`src/rtl/core/assert_macros.svh`:
```
// Assertion macros shared by the RTL of the block.
// Define SYNTH to compile them away for synthesis.
`ifndef ASSERT_MACROS_SVH
`define ASSERT_MACROS_SVH

`ifndef SYNTH

// Check that cons holds in the same cycle whenever ante holds.
`define BCQ_ASSERT_IMP(lbl, clk, rstn, ante, cons, msg) \
    lbl: assert property (@(posedge clk) disable iff (!(rstn)) (ante) |-> (cons)) \
        else $error(msg);

// Check that cons holds in the cycle after ante.
`define BCQ_ASSERT_NEXT(lbl, clk, rstn, ante, cons, msg) \
    lbl: assert property (@(posedge clk) disable iff (!(rstn)) (ante) |=> (cons)) \
        else $error(msg);

`else

`define BCQ_ASSERT_IMP(lbl, clk, rstn, ante, cons, msg)
`define BCQ_ASSERT_NEXT(lbl, clk, rstn, ante, cons, msg)

`endif

`endif

```
`src/rtl/core/bcq_pkg.sv`:
```
// Shared types and constants of the blocked character queue.
// No dependencies.
`timescale 1ns / 1ps

package bcq_pkg;

    localparam int ACTION_W = 2;
    localparam int BYTE_W   = 8;

    typedef logic [ACTION_W-1:0] action_t;

    // Action codes carried on s_tuser
    localparam action_t ACT_PUT   = 2'd0;
    localparam action_t ACT_UNPUT = 2'd1;
    localparam action_t ACT_GET   = 2'd2;
    localparam action_t ACT_FLUSH = 2'd3;

    // Byte store operation decided by the ring control for one transaction
    typedef struct packed {
        logic wr_en;     // write data byte at the store address
        logic rd_en;     // read the store address (get that hits)
        logic put_fail;  // tail block full and no block free
    } bcq_op_t;

endpackage

```
`src/rtl/core/bcq_ring_ctrl.sv`:
```
// Block ring bookkeeping of the blocked character queue: head slot, block
// count, head read index, tail write index and unread count. Uses bcq_pkg.
`timescale 1ns / 1ps

module bcq_ring_ctrl #(
    parameter int BLOCK_BYTES = 64,
    parameter int MAX_BLOCKS  = 16,
    localparam int DEPTH = BLOCK_BYTES * MAX_BLOCKS,
    localparam int AW    = (DEPTH > 1) ? $clog2(DEPTH) : 1,
    localparam int CW    = $clog2(DEPTH + 1)
) (
    input  logic             aclk,
    input  logic             aresetn,
    input  logic             step,
    input  bcq_pkg::action_t action,
    output bcq_pkg::bcq_op_t op,
    output logic [AW-1:0]    mem_addr,
    output logic [CW-1:0]    free_next
);
    import bcq_pkg::*;

    localparam int XW = $clog2(BLOCK_BYTES + 1);
    localparam int SW = (MAX_BLOCKS > 1) ? $clog2(MAX_BLOCKS) : 1;
    localparam int BW = $clog2(MAX_BLOCKS + 1);

    // Blocks between head and tail are always full and unread, so only the
    // head read index and the tail write index need to be kept.
    logic [SW-1:0] head_reg, head_next;
    logic [BW-1:0] used_reg, used_next;
    logic [XW-1:0] rd_idx_reg, rd_idx_next;
    logic [XW-1:0] wr_idx_reg, wr_idx_next;
    logic [CW-1:0] cnt_reg, cnt_next;

    logic [SW:0]   tail_sum;
    logic [SW:0]   open_sum;
    logic [SW-1:0] tail_slot;
    logic [SW-1:0] open_slot;
    logic [SW-1:0] head_inc;
    logic [XW-1:0] tail_rd_idx;
    logic [XW-1:0] head_wr_idx;
    logic [SW-1:0] slot_sel;
    logic [XW-1:0] idx_sel;

    // Ring slot arithmetic, each sum stays below twice the ring size
    always_comb begin
        tail_sum  = {1'b0, head_reg} + (SW+1)'(used_reg - BW'(1));
        open_sum  = {1'b0, head_reg} + (SW+1)'(used_reg);
        tail_slot = (tail_sum >= (SW+1)'(MAX_BLOCKS)) ?
                    SW'(tail_sum - (SW+1)'(MAX_BLOCKS)) : SW'(tail_sum);
        open_slot = (open_sum >= (SW+1)'(MAX_BLOCKS)) ?
                    SW'(open_sum - (SW+1)'(MAX_BLOCKS)) : SW'(open_sum);
        head_inc  = (head_reg == SW'(MAX_BLOCKS - 1)) ? '0 : head_reg + SW'(1);
        // A lone block is both head and tail
        tail_rd_idx = (used_reg == BW'(1)) ? rd_idx_reg : '0;
        head_wr_idx = (used_reg == BW'(1)) ? wr_idx_reg : XW'(BLOCK_BYTES);
    end

    // Decide the step for one transaction
    always_comb begin
        head_next   = head_reg;
        used_next   = used_reg;
        rd_idx_next = rd_idx_reg;
        wr_idx_next = wr_idx_reg;
        cnt_next    = cnt_reg;
        op          = '0;
        slot_sel    = head_reg;
        idx_sel     = rd_idx_reg;
        case (action)
            ACT_PUT: begin
                if (used_reg == '0) begin
                    // open the first block at the head slot
                    op.wr_en    = 1'b1;
                    slot_sel    = head_reg;
                    idx_sel     = '0;
                    used_next   = BW'(1);
                    rd_idx_next = '0;
                    wr_idx_next = XW'(1);
                    cnt_next    = cnt_reg + CW'(1);
                end else if (wr_idx_reg == XW'(BLOCK_BYTES)) begin
                    if (used_reg == BW'(MAX_BLOCKS)) begin
                        op.put_fail = 1'b1;
                    end else begin
                        // open the next block behind the tail
                        op.wr_en    = 1'b1;
                        slot_sel    = open_slot;
                        idx_sel     = '0;
                        used_next   = used_reg + BW'(1);
                        wr_idx_next = XW'(1);
                        cnt_next    = cnt_reg + CW'(1);
                    end
                end else begin
                    op.wr_en    = 1'b1;
                    slot_sel    = tail_slot;
                    idx_sel     = wr_idx_reg;
                    wr_idx_next = wr_idx_reg + XW'(1);
                    cnt_next    = cnt_reg + CW'(1);
                end
            end
            ACT_UNPUT: begin
                if (used_reg != '0) begin
                    wr_idx_next = wr_idx_reg - XW'(1);
                    cnt_next    = cnt_reg - CW'(1);
                    // release an emptied tail; the one before it is full
                    if (wr_idx_reg - XW'(1) == tail_rd_idx) begin
                        used_next   = used_reg - BW'(1);
                        wr_idx_next = XW'(BLOCK_BYTES);
                    end
                end
            end
            ACT_GET: begin
                if (used_reg != '0) begin
                    op.rd_en    = 1'b1;
                    slot_sel    = head_reg;
                    idx_sel     = rd_idx_reg;
                    rd_idx_next = rd_idx_reg + XW'(1);
                    cnt_next    = cnt_reg - CW'(1);
                    // release a drained head and move to the next block
                    if (rd_idx_reg + XW'(1) == head_wr_idx) begin
                        head_next   = head_inc;
                        used_next   = used_reg - BW'(1);
                        rd_idx_next = '0;
                    end
                end
            end
            default: begin
                // flush
                head_next = '0;
                used_next = '0;
                cnt_next  = '0;
            end
        endcase
    end

    // Byte address of the selected block and index
    assign mem_addr  = AW'(32'(slot_sel) * BLOCK_BYTES + 32'(idx_sel));
    assign free_next = CW'(DEPTH) - cnt_next;

    // Advance the ring state on each accepted transaction
    always_ff @(posedge aclk) begin
        if (!aresetn) begin
            head_reg   <= '0;
            used_reg   <= '0;
            rd_idx_reg <= '0;
            wr_idx_reg <= '0;
            cnt_reg    <= '0;
        end else if (step) begin
            head_reg   <= head_next;
            used_reg   <= used_next;
            rd_idx_reg <= rd_idx_next;
            wr_idx_reg <= wr_idx_next;
            cnt_reg    <= cnt_next;
        end
    end

endmodule

```
`config.mk`:
```
export PLATFORM = sky130hd
export DESIGN_NAME = bcq_ring_ctrl
export DESIGN_NICKNAME = d
export VERILOG_FILES = /design/src/rtl/core/assert_macros.svh /design/src/rtl/core/bcq_pkg.sv /design/src/rtl/core/bcq_ring_ctrl.sv
export SDC_FILE = /design/constraint.sdc
export NUM_CORES = 1
export LEC_CHECK = 0
export BUFFER_PORTS_ARGS = -buffer_cell sky130_fd_sc_hd__buf_2
export CAP_MARGIN = 0
export CORE_AREA = 10 10 124 98
export CTS_CLUSTER_DIAMETER = 120
export DETAILED_ROUTE_END_ITERATION = 8
export DIE_AREA = 0 0 134 108
export PLACE_DENSITY = 0.64
export SLEW_MARGIN = 20
export SYNTH_ARGS = -nofsm -noshare
export SYNTH_HDL_FRONTEND = slang
export SYNTH_SLANG_ARGS = --single-unit
```
`constraint.sdc`:
```
create_clock -name aclk -period 6.7 [get_ports aclk]
set_input_delay 0.67 -clock aclk [delete_from_list [all_inputs] [get_ports aclk]]
set_output_delay 0.67 -clock aclk [all_outputs]
set_load 0.02 [all_outputs]
```
==> PnR_summary.wiki <==
{| class="wikitable"
! Metric !! Value
|-
| Outcome || complete, no violations
|-
| Maximum clock rate || 212 MHz
|-
| Reported leakage power || 1.61 nW
|-
| Final HPWL DP || 8110 µm
|-
| Synth area leaders || sky130_fd_sc_hd__dfxtp_1, sky130_fd_sc_hd__ha_1, sky130_fd_sc_hd__mux2i_1, sky130_fd_sc_hd__xnor2_1, sky130_fd_sc_hd__nor2_1
|-
| Clock-pin slew of the registers on the worst-case setup and hold paths || 50 ps
|-
| Pin count of the biggest net entering global routing || 28
|-
| Maximum cell stage delay along the critical path || 600 ps
|-
| Period Utilization, post-route || 0.705
|-
| Antenna-violating nets left || 0
|-
| Clock insertion delay at the later pin of the skew report || 290 ps
|-
| CP bufs+invs || 2
|-
| Data required time of the critical path || 6030 ps
|-
| Longest Clk Path Bufs || 2
|-
| Post-cts hold buffer count || 0
|-
| First-pass GRT wire length || 18000 µm
|-
| Endpoint kind of the worst setup timing path || output pin
|-
| Total clock buffers created by CTS || 5
|-
| Worst Setup EP || free_next[10]
|-
| Number of flip-flops under the largest register name || 11
|-
| Die Footprint || between 10000 and 15000 µm²
|-
| Ys async rst share || 0
|-
| Area share of the leading cell type in the synthesized netlist || 0.178
|-
| Final setup margin || 1980 ps
|-
| Number of levels the H-tree was split into || 2
|-
| Arrival @ worst endpoint || 4050 ps
|-
| Number of I/O pins || 29
|-
| Tightest Pin Transition || 940 ps
|-
| Initial antenna violation count || 0
|-
| Vias in the first global route || 3572
|-
| Hold Crit Class || register to register
|-
| Total via count after detailed routing || 3937
|-
| Core Rows || 32
|-
| Count of routing violations after the opening detailed-route iteration || 527
|-
| Setup Skew || 4.27 ps
|-
| Final critical delay including setup and external delays || between 4000 and 5000 ps
|-
| Reg-to-reg startpoint || wr_idx_reg[0]$_SDFFE_PN0P_
|-
| Number of cells produced by synthesis || 517
|-
| Mapped Avg Cell Area || ~7.4 µm²
|-
| TritonCTS clock tree || yes
|-
| Final hold violations || 0
|-
| Routed vias/inst || 6.06
|-
| Register-to-Register Path Depth || 10
|-
| Ant diodes || 0
|-
| Initial DRT Pass Iterations || 5
|-
| Number of buffers added on ports || 28
|-
| Placeable core area || 9890 µm²
|-
| Launching element type of the critical path || register
|-
| Worst IR Drop VDD || 0.000112 V
|-
| FF+latch count, synth || 34
|-
| Number of warning messages in the yosys log || 0
|-
| Effective utilization at floorplan || 0.386
|-
| Total global-route track usage || 0.149
|-
| EDFF count, synth || 0
|-
| Net count of the finished layout || 545
|-
| Reg-to-reg setup timing slack || ~3300 ps
|-
| Netlist cell types || 73
|-
| Number of gates on the worst path with buffers counted || 11
|-
| Area growth, synth to finish || 7.74%
|-
| Relative slew margins || 0.368
|-
| Post-cts gate resize count || 0
|-
| DRC violation count after routing || 0
|-
| Global-route congestion overflow total || 0
|-
| Setup TNS || 0 ps
|-
| Top Family by Delay on Critical Path || compound AO/OA/AOI/OAI gates
|-
| Gpl congestion || approximately 0.9
|-
| Worst Setup Slack post-DPL || 2340 ps
|-
| Cell area power density || 200 nW/µm²
|-
| Source of the critical timing path || used_reg[0]$_SDFFE_PN0P_
|-
| Ratio of cells with drive above 1 in the final layout || 0.0992
|-
| Cell chosen for the clock root || sky130_fd_sc_hd__clkbuf_16
|-
| Setup CP Type || register to output pin
|-
| Post-CTS setup buffers || 0
|-
| Launch instance of the worst min-delay path || cnt_reg[10]$_SDFFE_PN0P_
|-
| Proportion of synthesized chip area in sequential cells || 0.178
|-
| Critical path peak fanout || 9
|-
| Critical Path Slowest Stage Cell || sky130_fd_sc_hd__a311oi_2
|-
| Die Height || 108 µm
|-
| Number of setup violations in the final report || 0
|-
| # Max-Cap Violations || 0
|-
| Clk sinks || 34
|-
| Unrepaired setup endpoints after global routing || false
|-
| Critical R2R Capture || used_reg[4]$_SDFFE_PN0P_
|-
| DR WL/cell || roughly 17 µm
|-
| Critical path, cell by cell || inv_1 > ha_1 > and4bb_4 > a311oi_2 > o22ai_1 > a221oi_2 > nand3_1 > or3_1 > nor3_1 > xnor2_1 > buf_2
|-
| Total wire length || 11000 µm
|-
| Most used DFF post-synth || sky130_fd_sc_hd__dfxtp_1
|-
| Post-synthesis cell type with the largest combined area || sky130_fd_sc_hd__dfxtp_1
|-
| Cell area after synthesis || around 3800 µm²
|-
| Syn Nets || roughly 550
|-
| Final Max Tran Viols || 0
|-
| Die width || ~130 µm
|}
## cells in the mapped netlist, types with 6 or more instances
| master | count |
|---|---|
| sky130_fd_sc_hd__a211oi_1 | 8 |
| sky130_fd_sc_hd__a21oi_1 | 29 |
| sky130_fd_sc_hd__a31oi_1 | 14 |
| sky130_fd_sc_hd__and2_1 | 6 |
| sky130_fd_sc_hd__and3_1 | 9 |
| sky130_fd_sc_hd__clkbuf_1 | 30 |
| sky130_fd_sc_hd__dfxtp_1 | 34 |
| sky130_fd_sc_hd__ha_1 | 24 |
| sky130_fd_sc_hd__inv_1 | 26 |
| sky130_fd_sc_hd__mux2i_1 | 18 |
| sky130_fd_sc_hd__nand2_1 | 37 |
| sky130_fd_sc_hd__nand3_1 | 20 |
| sky130_fd_sc_hd__nand4_1 | 9 |
| sky130_fd_sc_hd__nor2_1 | 45 |
| sky130_fd_sc_hd__nor3_1 | 26 |
| sky130_fd_sc_hd__nor4_1 | 6 |
| sky130_fd_sc_hd__o21a_1 | 6 |
| sky130_fd_sc_hd__o21ai_0 | 29 |
| sky130_fd_sc_hd__xnor2_1 | 20 |
| sky130_fd_sc_hd__xor2_1 | 12 |
## placed cells by master (no fill, tap or decap), types with 3 or more instances in the layout
master                      count
sky130_fd_sc_hd__a211oi_1       8
sky130_fd_sc_hd__a21o_1         3
sky130_fd_sc_hd__a21oi_1       29
sky130_fd_sc_hd__a22o_1         5
sky130_fd_sc_hd__a22oi_1        5
sky130_fd_sc_hd__a31oi_1       14
sky130_fd_sc_hd__a32o_1         3
sky130_fd_sc_hd__and2_1         6
sky130_fd_sc_hd__and3_1         9
sky130_fd_sc_hd__buf_2         28
sky130_fd_sc_hd__clkbuf_16      5
sky130_fd_sc_hd__dfxtp_1       34
sky130_fd_sc_hd__ha_1          24
sky130_fd_sc_hd__inv_1         26
sky130_fd_sc_hd__mux2i_1       18
sky130_fd_sc_hd__nand2_1       37
sky130_fd_sc_hd__nand2b_1       5
sky130_fd_sc_hd__nand3_1       20
sky130_fd_sc_hd__nand3b_1       3
sky130_fd_sc_hd__nand4_1        9
sky130_fd_sc_hd__nor2_1        45
sky130_fd_sc_hd__nor2b_1        5
sky130_fd_sc_hd__nor3_1        26
sky130_fd_sc_hd__nor3b_1        3
sky130_fd_sc_hd__nor4_1         6
sky130_fd_sc_hd__o2111ai_1      3
sky130_fd_sc_hd__o21a_1         6
sky130_fd_sc_hd__o21ai_0       29
sky130_fd_sc_hd__o22ai_1        4
sky130_fd_sc_hd__o31ai_1        3
sky130_fd_sc_hd__o32ai_1        3
sky130_fd_sc_hd__or3_1          5
sky130_fd_sc_hd__xnor2_1       20
sky130_fd_sc_hd__xor2_1        12
## final cells by class
cell class	count	area, µm²
Clock buffer	7	133
Fill cell	1010	5780
Inverter	26	97.6
Multi-Input combinational cell	418	2880
Sequential cell	34	681
Tap cell	136	170
Timing Repair Buffer	29	148
## worst reg2reg max path: cells and delay by family (launching register included)
family | cells | cell delay (ps)
xor gates and xnor gates | 1 | 370
DFF | 1 | 620
and+or+nand+nor | 4 | 1090
muxes | 1 | 220
adders and majority gates | 1 | 280
buffers and inverters | 1 | 130
AOI/OAI and AO/OA | 2 | 660
## how the worst min path moves through the flow
stage,endpoint,cells after the start,slack (ps)
2_1_floorplan,cnt_reg[10]$_SDFFE_PN0P_,2,470
3_3_place_gp,cnt_reg[10]$_SDFFE_PN0P_,2,490
3_5_place_dp,cnt_reg[10]$_SDFFE_PN0P_,2,520
4_1_cts,cnt_reg[10]$_SDFFE_PN0P_,2,520
5_1_grt,cnt_reg[10]$_SDFFE_PN0P_,2,580
6_report,cnt_reg[10]$_SDFFE_PN0P_,2,520
## per-layer routing
layer / vias to the layer above / GRT usage / routed length (µm)
li1: 1903 / - / -
met5: - / 0 / 0
met2: 126 / 0.230 / 4750
met4: 0 / 0.0326 / 119
met3: 13 / 0.0297 / 667
met1: 1895 / 0.210 / 5420
## metrics by stage
stage / area [µm²] / util / std cells / power [mW] / hold slack [ps]
detailed placement: 3980 / 0.402 / 643 / 0.596 / 516
floorplan: 3820 / - / 517 / 0.510 / 474
CTS: 4110 / 0.416 / 650 / 0.822 / 521
finish: 4110 / 0.416 / 650 / 0.820 / 515
global route: 4110 / 0.416 / 650 / 0.873 / 581
global placement: 3980 / 0.402 / 643 / 0.593 / 493
## report_power, final
part	switching [mW]	total (mW)	internal [mW]
Clock	0.0892	0.225	0.136
Sequential	0.0255	0.237	0.211
Combinational	0.227	0.358	0.131
Total	0.342	0.820	0.478
## cell families (layout without fill, tap and decap cells)
family | Yosys count | in the layout | share of synthesized area
buf+inv | 65 | 62 | 0.0662
fa+ha+maj | 26 | 26 | 0.0892
xor+xnor | 32 | 32 | 0.0734
flops | 34 | 34 | 0.178
simple gates | 196 | 196 | 0.275
compound gates | 146 | 146 | 0.271
mux | 18 | 18 | 0.0472
No activity file was read; power rests on OpenSTA's default activity.
